--- config.mk ---
export PLATFORM = sky130hd
export DESIGN_NAME = ilist_cell
export DESIGN_NICKNAME = d
export VERILOG_FILES = /design/src/rtl/ilist_pkg.sv /design/src/rtl/ilist_cell.sv
export SDC_FILE = /design/constraint.sdc
export NUM_CORES = 1
export LEC_CHECK = 0
export BUFFER_PORTS_ARGS = -buffer_cell sky130_fd_sc_hd__buf_4
export CORE_AREA = 2 2 94 69
export CTS_CLUSTER_DIAMETER = 80
export DETAILED_ROUTE_END_ITERATION = 8
export DIE_AREA = 0 0 96 71
export GPL_ROUTABILITY_DRIVEN = 0
export GPL_TIMING_DRIVEN = 0
export PLACE_DENSITY = 0.75
export SLEW_MARGIN = 10
export SYNTH_ARGS = -nofsm -noshare
export SYNTH_HDL_FRONTEND = slang
export SYNTH_SLANG_ARGS = --single-unit
--- constraint.sdc ---
create_clock -name i_clk -period 1.7 [get_ports i_clk]
set_input_delay 0.085 -clock i_clk [delete_from_list [all_inputs] [get_ports i_clk]]
set_output_delay 0.085 -clock i_clk [all_outputs]
set_load 0.005 [all_outputs]
--- src/rtl/ilist_pkg.sv ---
package ilist_pkg;

    localparam int POS_W    = 7;
    localparam int READ_W   = 32;
    localparam int STATUS_W = 2;
    localparam int REQ_W    = 3;
    localparam int GRP      = 16;

    localparam logic [REQ_W-1:0] REQ_GET        = 3'd0;
    localparam logic [REQ_W-1:0] REQ_INS_HEAD   = 3'd1;
    localparam logic [REQ_W-1:0] REQ_INS_TAIL   = 3'd2;
    localparam logic [REQ_W-1:0] REQ_INS_BEFORE = 3'd3;
    localparam logic [REQ_W-1:0] REQ_DELETE     = 3'd4;

    localparam logic [STATUS_W-1:0] ST_DONE  = 2'd0;
    localparam logic [STATUS_W-1:0] ST_RANGE = 2'd1;
    localparam logic [STATUS_W-1:0] ST_FULL  = 2'd2;

    typedef struct packed {
        logic ins;
        logic del;
    } t_cell_cmd;

endpackage

--- src/rtl/ilist_cell.sv ---
module ilist_cell #(
    parameter int IDX         = 0,
    parameter int CMPW        = 7,
    parameter int VALUE_WIDTH = 32
) (
    input  logic                   i_clk,
    input  ilist_pkg::t_cell_cmd   i_cmd,
    input  logic [CMPW-1:0]        i_pos,
    input  logic [CMPW-1:0]        i_rd_pos,
    input  logic [VALUE_WIDTH-1:0] i_new,
    input  logic [VALUE_WIDTH-1:0] i_left,
    input  logic [VALUE_WIDTH-1:0] i_right,
    output logic [VALUE_WIDTH-1:0] o_value,
    output logic [VALUE_WIDTH-1:0] o_sel
);
    import ilist_pkg::*;

    localparam logic [CMPW-1:0] K = CMPW'(IDX);

    logic [VALUE_WIDTH-1:0] r_value;

    // insert: cells above the slot take the left neighbor; delete: pull from the right
    always_ff @(posedge i_clk) begin
        if (i_cmd.ins) begin
            if (K > i_pos) begin
                r_value <= i_left;
            end else if (K == i_pos) begin
                r_value <= i_new;
            end
        end else if (i_cmd.del && (K >= i_pos)) begin
            r_value <= i_right;
        end
    end

    assign o_value = r_value;
    assign o_sel   = (K == i_rd_pos) ? r_value : '0;

endmodule

==> flow_summary.yaml, run 1 <==
clocking:
  cts_sinks: 32
  cts-root-buf: "clkbuf_8"
  cts_hold_buffers: 0
  clkTransAtPathRegs_ns: 0.07
  clk_path_buf_depth: 2
  cts_buffers: 5
  cts_tree: "done"
  htree_levels: 2
logic_synthesis:
  ys_ff_latch: 32
  ys_warn_count: 0
  syn_area_um2: 1900
  syn_avg_cell_area_um2: 13.1
  synthDistinctLibCells: 13
  synth-simple-area-share: 0.179
  synth-xor-area-share: 0
  synth-compound-area-share: 0.00527
  synth_top_family_by_area: "multiplexers"
  synth_mux_area_frac: 0.190
  synth-adder-area-share: 0
  synth_cells: 145
  syn-num-nets: 258
  yosysSeqAreaShare: 0.506
cells_and_area:
  seq_area_um2: 961
  multi_input_area_um2: 709
  instances_no_fill: 374
  finish.utilization: 0.527
  final_nets: 408
  synthToLayoutAreaGrowth_pct: 65.9
  drive_gt1_frac: 0.750
  n_fill_cell: 547
  num_antenna_cells: 0
  largest_register_ff_count: 32
routing:
  wl_um: 5030
  avgViaCountPerCell: 4.39
  dr.first_iter.drc_count: 35
  final_antenna_net_count: 0
  route.detailed.drc: 0
  routedWlPerCell_um: 13.4
  drtPass1Iterations: 3
  vias: 1641
timing:
  setup_viol: 0
  finalWorstSetupSlack_ns: 0.166
  rsz0062_at_grt: "false"
  max_freq_ghz: 0.652
  tightest_slew_ns: 0.876
  period_share: 0.902
  finalSetupTns_ns: 0
  drv_slew: 0
  maxSlewHeadroom: 0.416
  post-route-min-period_ns: 1.53
  hold_viol: 0
global_routing:
  grt_max_degree: 33
  gr-total-overflow: 0
  first_global_vias: 1625
  antenna_found_initial: 0
  grt_use_total: 0.147
  grt_pass1_wl_um: 7670
pwr:
  p_total_w: 0.00171
  power.share.clock: 0.324
  power_frac_seq: 0.515
  swShare: 0.209
  p_leak_nw: 1.42
  ir_worst_vdd_v: 0.000321
  power_density_nw_per_um2: 543
  switching_power_w: 0.000357
  power_frac_comb: 0.161
  p_int_w: 0.00135
flow_run:
  cap_violations: 0
worst_setup_path:
  crit_fanout: 32
  cp-startpoint: "i_cmd[1]"
  max_stage_delay_ns: 0.80
  cp_data_arrival_time_ns: 1.43
  endpoint: "o_value[16]"
  crit_type: "primary input to register"
  critPathCaptureType: "register"
  startpoint_type: "primary input"
  path_cells: "clkbuf_1 -> buf_2 -> o211a_2"
  slowest_stage: "o211a_2"
  critPathRequiredTime_ns: 1.60
floorplanning:
  die_x_um: 96
  rows: 24
  dieArea_um2: 6820
  num_io_pins: 177
  start_util: 0.318
  dieHeight_um: 71
  fp.coreArea_um2: 5980
min_path:
  hold_class: "primary input to register"
place:
  post-place-ws_ns: -0.492
  io_buffers: 143
  dp_hpwl_um: 4020
  placed_cells: 366
status:
  run_status: "completed"
## power groups by stage
stage	combinational (W)	sequential [W]	clock, W
3_5_place_dp	0.000278	0.000898	0
5_1_grt	0.000299	0.000880	0.000606
6_report	0.000276	0.000881	0.000554
2_1_floorplan	0.000113	0.000898	0
3_3_place_gp	0.000272	0.000898	0
4_1_cts	0.000280	0.000880	0.000582
## cells by family after synthesis
group / Yosys count
flops: 32
simple gates: 36
mux: 32
buf+inv: 44
compound gates: 1
## worst min path at each step
| stage | startpoint | end | slack [ns] | cells past startpoint |
|---|---|---|---|---|
| CTS | i_right[29] | o_value[29] | 0.1 | 2 |
| global placement | i_right[29] | o_value[29] | 0.39 | 2 |
| detailed placement | i_new[13] | o_value[13] | 0.39 | 2 |
| global route | i_new[27] | o_value[27] | 0.1 | 2 |
| finish | i_new[4] | o_value[4] | 0.11 | 2 |
| floorplan | i_right[0] | o_value[0] | 0.30 | 1 |
## area by class of cell
type | count | share of cell area
inverters | 32 | 0.0381
well taps | 78 | 0.0310
clock inverters | 1 | 0.00119
flip-flops and latches | 32 | 0.305
multi-input cells | 69 | 0.225
repair buffers | 143 | 0.341
plain buffers | 12 | 0.0346
clock buffers | 7 | 0.0242
## cells in the mapped netlist
| master | n | area, µm² |
|---|---|---|
| edfxtp_1 | 32 | 961 |
| inv_1 | 32 | 120 |
| mux2_2 | 32 | 360 |
| nor3_2 | 30 | 300 |
| buf_2 | 6 | 30.0 |
| buf_12 | 3 | 60.1 |
| nor3_1 | 3 | 15.0 |
| clkbuf_1 | 2 | 7.51 |
| buf_6 | 1 | 11.3 |
| nor4_1 | 1 | 6.26 |
| o211a_1 | 1 | 10.0 |
| or3_1 | 1 | 6.26 |
| or4_4 | 1 | 11.3 |
## critical path, delay by kind of cell
kind	cells	cell delay, ns
compound gates	1	0.80
buf+inv	2	0.53
## layer usage
| layer | track usage | part of all wire | vias up |
|---|---|---|---|
| met4 | 0.0381 | 0.0068 | 0 |
| li1 | - | - | 796 |
| met5 | 0 | 0 | - |
| met1 | 0.162 | 0.37 | 765 |
| met3 | 0.0543 | 0.092 | 4 |
| met2 | 0.264 | 0.53 | 76 |
## layout by cell type (no fill, tap or decap)
| master | Yosys | routed |
|---|---|---|
| buf_4 | 0 | 143 |
| mux2_2 | 32 | 32 |
| inv_1 | 32 | 32 |
| edfxtp_1 | 32 | 32 |
| nor3_2 | 30 | 30 |
| buf_2 | 6 | 6 |
| clkbuf_8 | 0 | 5 |
| clkbuf_1 | 2 | 4 |
| buf_12 | 3 | 3 |
| nor3_1 | 3 | 3 |
| or4_4 | 1 | 1 |
| buf_6 | 1 | 1 |
| or3_1 | 1 | 1 |
| nor4_1 | 1 | 1 |
| o211a_2 | 0 | 1 |
| clkinv_1 | 0 | 1 |
## per-stage QoR
stage	hold slack (ns)	cell area (µm²)
CTS	0.0952	3150
finish	0.109	3150
global route	0.0977	3150
floorplan	0.305	1900
detailed placement	0.391	3070
global placement	0.387	3070
## repair_timing
action                     CTS  global route
setup endpoints to repair   32             0
setup buffers                0             0
resized for setup            1             0
No activity file was read; power rests on OpenSTA's default activity.
==> inputs of run 2 (changes only) <==
CORE_AREA = 2 2 89 65   (was 2 2 94 69)
DIE_AREA = 0 0 91 67   (was 0 0 96 71)
PLACE_DENSITY = 0.79   (was 0.75)
clock period = 1.6 ns   (was 1.7 ns; I/O delays follow)
==> flow_summary.yaml, run 2 (same netlist as run 1, synthesis figures left out) <==
status:
  run_status: "completed"
cells_and_area:
  largest_register_ff_count: 32
  seq_area_um2: 961
  layout_commonest_cell: "buf_4"
  n_fill_cell: 443
  final_nets: 408
  drive_gt1_frac: 0.756
  layout_common_cells: "buf_4 (143), mux2_2 (32), inv_1 (32), edfxtp_1 (32), nor3_2 (30)"
  synthToLayoutAreaGrowth_pct: 65.7
  instances_no_fill: 367
  num_antenna_cells: 0
  multi_input_area_um2: 717
global_routing:
  grt_pass1_wl_um: 7440
  grt_max_degree: 33
  antenna_found_initial: 0
  gr-total-overflow: 0
  first_global_vias: 1592
  grt_use_total: 0.158
routing:
  route.detailed.drc: 0
  drtPass1Iterations: 3
  dr.first_iter.drc_count: 20
  vias: 1609
  routedWlPerCell_um: 13.4
  avgViaCountPerCell: 4.38
  wl_um: 4900
  final_antenna_net_count: 0
timing:
  rsz0062_at_grt: "false"
  hold_viol: 0
  period_share: 0.875
  post-route-min-period_ns: 1.40
  tightest_slew_ns: 0.463
  finalWorstSetupSlack_ns: 0.201
  setup_viol: 0
  max_freq_ghz: 0.715
  maxSlewHeadroom: 0.691
  finalSetupTns_ns: 0
  drv_slew: 0
floorplanning:
  dieArea_um2: 6100
  fp.coreArea_um2: 5170
  start_util: 0.367
  dieHeight_um: 67
  rows: 22
  num_io_pins: 177
  die_x_um: 91
worst_setup_path:
  crit_buf_inv: 4
  cp_top_family: "simple AND/OR/NAND/NOR gates"
  crit_type: "primary input to output pin"
  startpoint_type: "primary input"
  crit_fanout: 10
  slowest_stage: "or4_4"
  path_cells: "buf_4 -> or4_4 -> buf_6 -> buf_12 -> nor3_2 -> buf_4"
  crit_top_cell: "buf_4"
  critPathCaptureType: "output pin"
  critPathRequiredTime_ns: 1.52
  max_stage_delay_ns: 0.53
  cp_data_arrival_time_ns: 1.32
pwr:
  p_leak_nw: 1.42
  power_density_nw_per_um2: 576
  ir_worst_vdd_v: 0.000453
place:
  io_buffers: 143
  placed_cells: 360
  dp_hpwl_um: 3830
  post-place-ws_ns: -0.369
clocking:
  clk_path_buf_depth: 2
  cts_sinks: 32
  clkTransAtPathRegs_ns: 0.07
  cts_tree: "done"
  cts-root-buf: "clkbuf_8"
  htree_levels: 2
  cts_buffers: 5
  cts_setup_buffers: 0
min_path:
  holdPathStages: 2
  whs_endpoint: "o_value[24]"
  hold_class: "primary input to register"
  hp-start: "i_new[24]"
flow_run:
  cap_violations: 0
[run 2: timing repair]
item | in CTS | in global routing
hold buffers | 0 | 0
hold endpoints to repair | 0 | 0
gates resized for setup | 1 | 0
setup endpoints to repair | 32 | 0
[run 2: per-layer routing]
metal,part of all wire,track usage,vias up
li1,-,-,794
met1,0.40,0.180,726
met2,0.48,0.271,84
met3,0.11,0.0724,5
met4,0.0063,0.0455,0
met5,0,0,-
[run 2: per-stage QoR]
stage | hold slack (ns) | power, W | cell area, µm² | util
global placement | 0.383 | 0.00124 | 3060 | 0.592
floorplan | 0.300 | 0.00107 | 1900 | -
CTS | 0.0913 | 0.00184 | 3150 | 0.608
finish | 0.101 | 0.00181 | 3150 | 0.608
global route | 0.0819 | 0.00191 | 3150 | 0.608
detailed placement | 0.385 | 0.00125 | 3060 | 0.592
[run 2: worst max path at each step]
stage,start,end,slack [ns],cells after the start
finish,i_rd_pos[2],o_sel[29],0.20,6
detailed placement,i_cmd[1],o_value[15],-0.37,3
global placement,i_cmd[1],o_value[19],-0.35,3
floorplan,i_cmd[1],o_value[0],0.13,3
CTS,i_rd_pos[2],o_sel[7],0.20,6
global route,i_rd_pos[2],o_sel[23],0.14,6
[run 2: power breakdown]
part	internal [W]	switching, W
combinational	0.000202	0.0000916
sequential	0.000933	0.00000205
clock	0.000296	0.000289
total	0.00143	0.000383
[run 2: final cells by class]
class / instances / area share
plain buffers: 12 / 0.0346
clock buffers: 6 / 0.0231
flip-flops and latches: 32 / 0.305
repair buffers: 143 / 0.341
clock inverters: 1 / 0.00159
inverters: 32 / 0.0382
multi-input cells: 69 / 0.228
well taps: 72 / 0.0286
==> inputs of run 3 (changes only) <==
PLACE_DENSITY = 0.91   (was 0.79)
==> flow_summary.yaml, run 3 (same netlist as run 1, synthesis figures left out) <==
clocking:
  cts_sinks: 32
  cts_tree: "done"
  cts_buffers: 5
  cts-root-buf: "clkbuf_8"
  clk_path_buf_depth: 2
  clkTransAtPathRegs_ns: 0.07
  htree_levels: 2
cells_and_area:
  n_fill_cell: 427
  largest_register_ff_count: 32
  layout_commonest_cell: "buf_4"
  layout_common_cells: "buf_4 (143), mux2_2 (32), inv_1 (32), edfxtp_1 (32), nor3_2 (30)"
  final_nets: 408
  finish.instance_area_um2: 3150
  seq_area_um2: 961
  synthToLayoutAreaGrowth_pct: 65.9
  finish.utilization: 0.609
  drive_gt1_frac: 0.750
  num_antenna_cells: 0
  multi_input_area_um2: 717
timing:
  hold_viol: 0
  max_freq_ghz: 0.709
  post-route-min-period_ns: 1.41
  period_share: 0.882
  rsz0062_at_grt: "false"
  maxSlewHeadroom: 0.690
  drv_slew: 0
  setup_viol: 0
  tightest_slew_ns: 0.465
floorplanning:
  rows: 22
  die_x_um: 91
  dieArea_um2: 6100
  dieHeight_um: 67
  start_util: 0.367
  num_io_pins: 177
  fp.coreArea_um2: 5170
routing:
  routedWlPerCell_um: 14.7
  dr.first_iter.drc_count: 46
  route.detailed.drc: 0
  final_antenna_net_count: 0
  vias: 1644
  drtPass1Iterations: 4
  wl_um: 5400
  avgViaCountPerCell: 4.47
global_routing:
  grt_use_total: 0.177
  antenna_found_initial: 0
  grt_max_degree: 33
  gr-total-overflow: 0
  grt_pass1_wl_um: 8140
  first_global_vias: 1731
min_path:
  hold_class: "primary input to register"
pwr:
  power_density_nw_per_um2: 578
  ir_worst_vdd_v: 0.000308
  power.share.clock: 0.321
  p_int_w: 0.00144
  power_frac_seq: 0.514
  power_frac_comb: 0.164
  p_leak_nw: 1.42
  swShare: 0.210
  switching_power_w: 0.000382
worst_setup_path:
  startpoint_type: "primary input"
  cp_data_arrival_time_ns: 1.33
  critPathRequiredTime_ns: 1.52
  crit_type: "primary input to output pin"
  crit_fanout: 10
  critPathCaptureType: "output pin"
flow_run:
  cap_violations: 0
place:
  dp_hpwl_um: 4240
  placed_area_um2: 3060
  io_buffers: 143
status:
  run_status: "completed"
## run 3: changes by cell type in the layout (fill, tap and decap cells not counted), sizes merged
| cell | change |
|---|---|
| clkbuf | +1 |
## run 3: worst paths after layout
path	startpoint	to	depth (start not counted)
max	i_rd_pos[2]	o_sel[29]	6
min	i_right[3]	o_value[3]	2
## run 3: area by class of cell
class / instances / area share
Multi-Input combinational cell: 69 / 0.228
Buffer: 12 / 0.0346
Clock buffer: 7 / 0.0242
Inverter: 32 / 0.0381
Sequential cell: 32 / 0.305
Tap cell: 72 / 0.0286
Clock inverter: 1 / 0.00119
Timing Repair Buffer: 143 / 0.341
## run 3: what timing repair did
action,CTS,global route
resized for setup,0,1
buffers inserted,0,0
endpoints found under the setup margin,0,32
hold buffers,0,0
## run 3: worst max-delay path, cell delays in order
cell    delay, ns
buf_4        0.11
or4_4        0.52
buf_6        0.16
buf_12       0.15
nor3_2       0.17
buf_4        0.14
## run 3: metrics by stage
| step | setup TNS [ns] | hold slack [ns] | setup WS (ns) | total power (W) | cells |
|---|---|---|---|---|---|
| after CTS | 0 | 0.0876 | 0.00115 | 0.00185 | 368 |
| final | 0 | 0.0993 | 0.189 | 0.00182 | 368 |
| after global placement | -7.13 | 0.383 | -0.224 | 0.00124 | 360 |
| after floorplan | 0 | 0.300 | 0.131 | 0.00107 | 145 |
| after detailed placement | -9.17 | 0.387 | -0.289 | 0.00125 | 360 |
| after global routing | 0 | 0.0829 | 0.129 | 0.00190 | 368 |
## run 3: power by group through the flow
stage | Clock, W | Sequential (W) | Combinational [W]
floorplan | 0 | 0.000954 | 0.000121
CTS | 0.000609 | 0.000936 | 0.000301
global placement | 0 | 0.000954 | 0.000290
finish | 0.000585 | 0.000936 | 0.000299
detailed placement | 0 | 0.000954 | 0.000300
global route | 0.000646 | 0.000936 | 0.000322
## run 3: routing by layer
layer,vias up,track usage,part of all wire
met5,-,0,0
met4,0,0.0833,0.017
met3,9,0.0543,0.085
met2,84,0.312,0.51
met1,752,0.200,0.39
li1,799,-,-
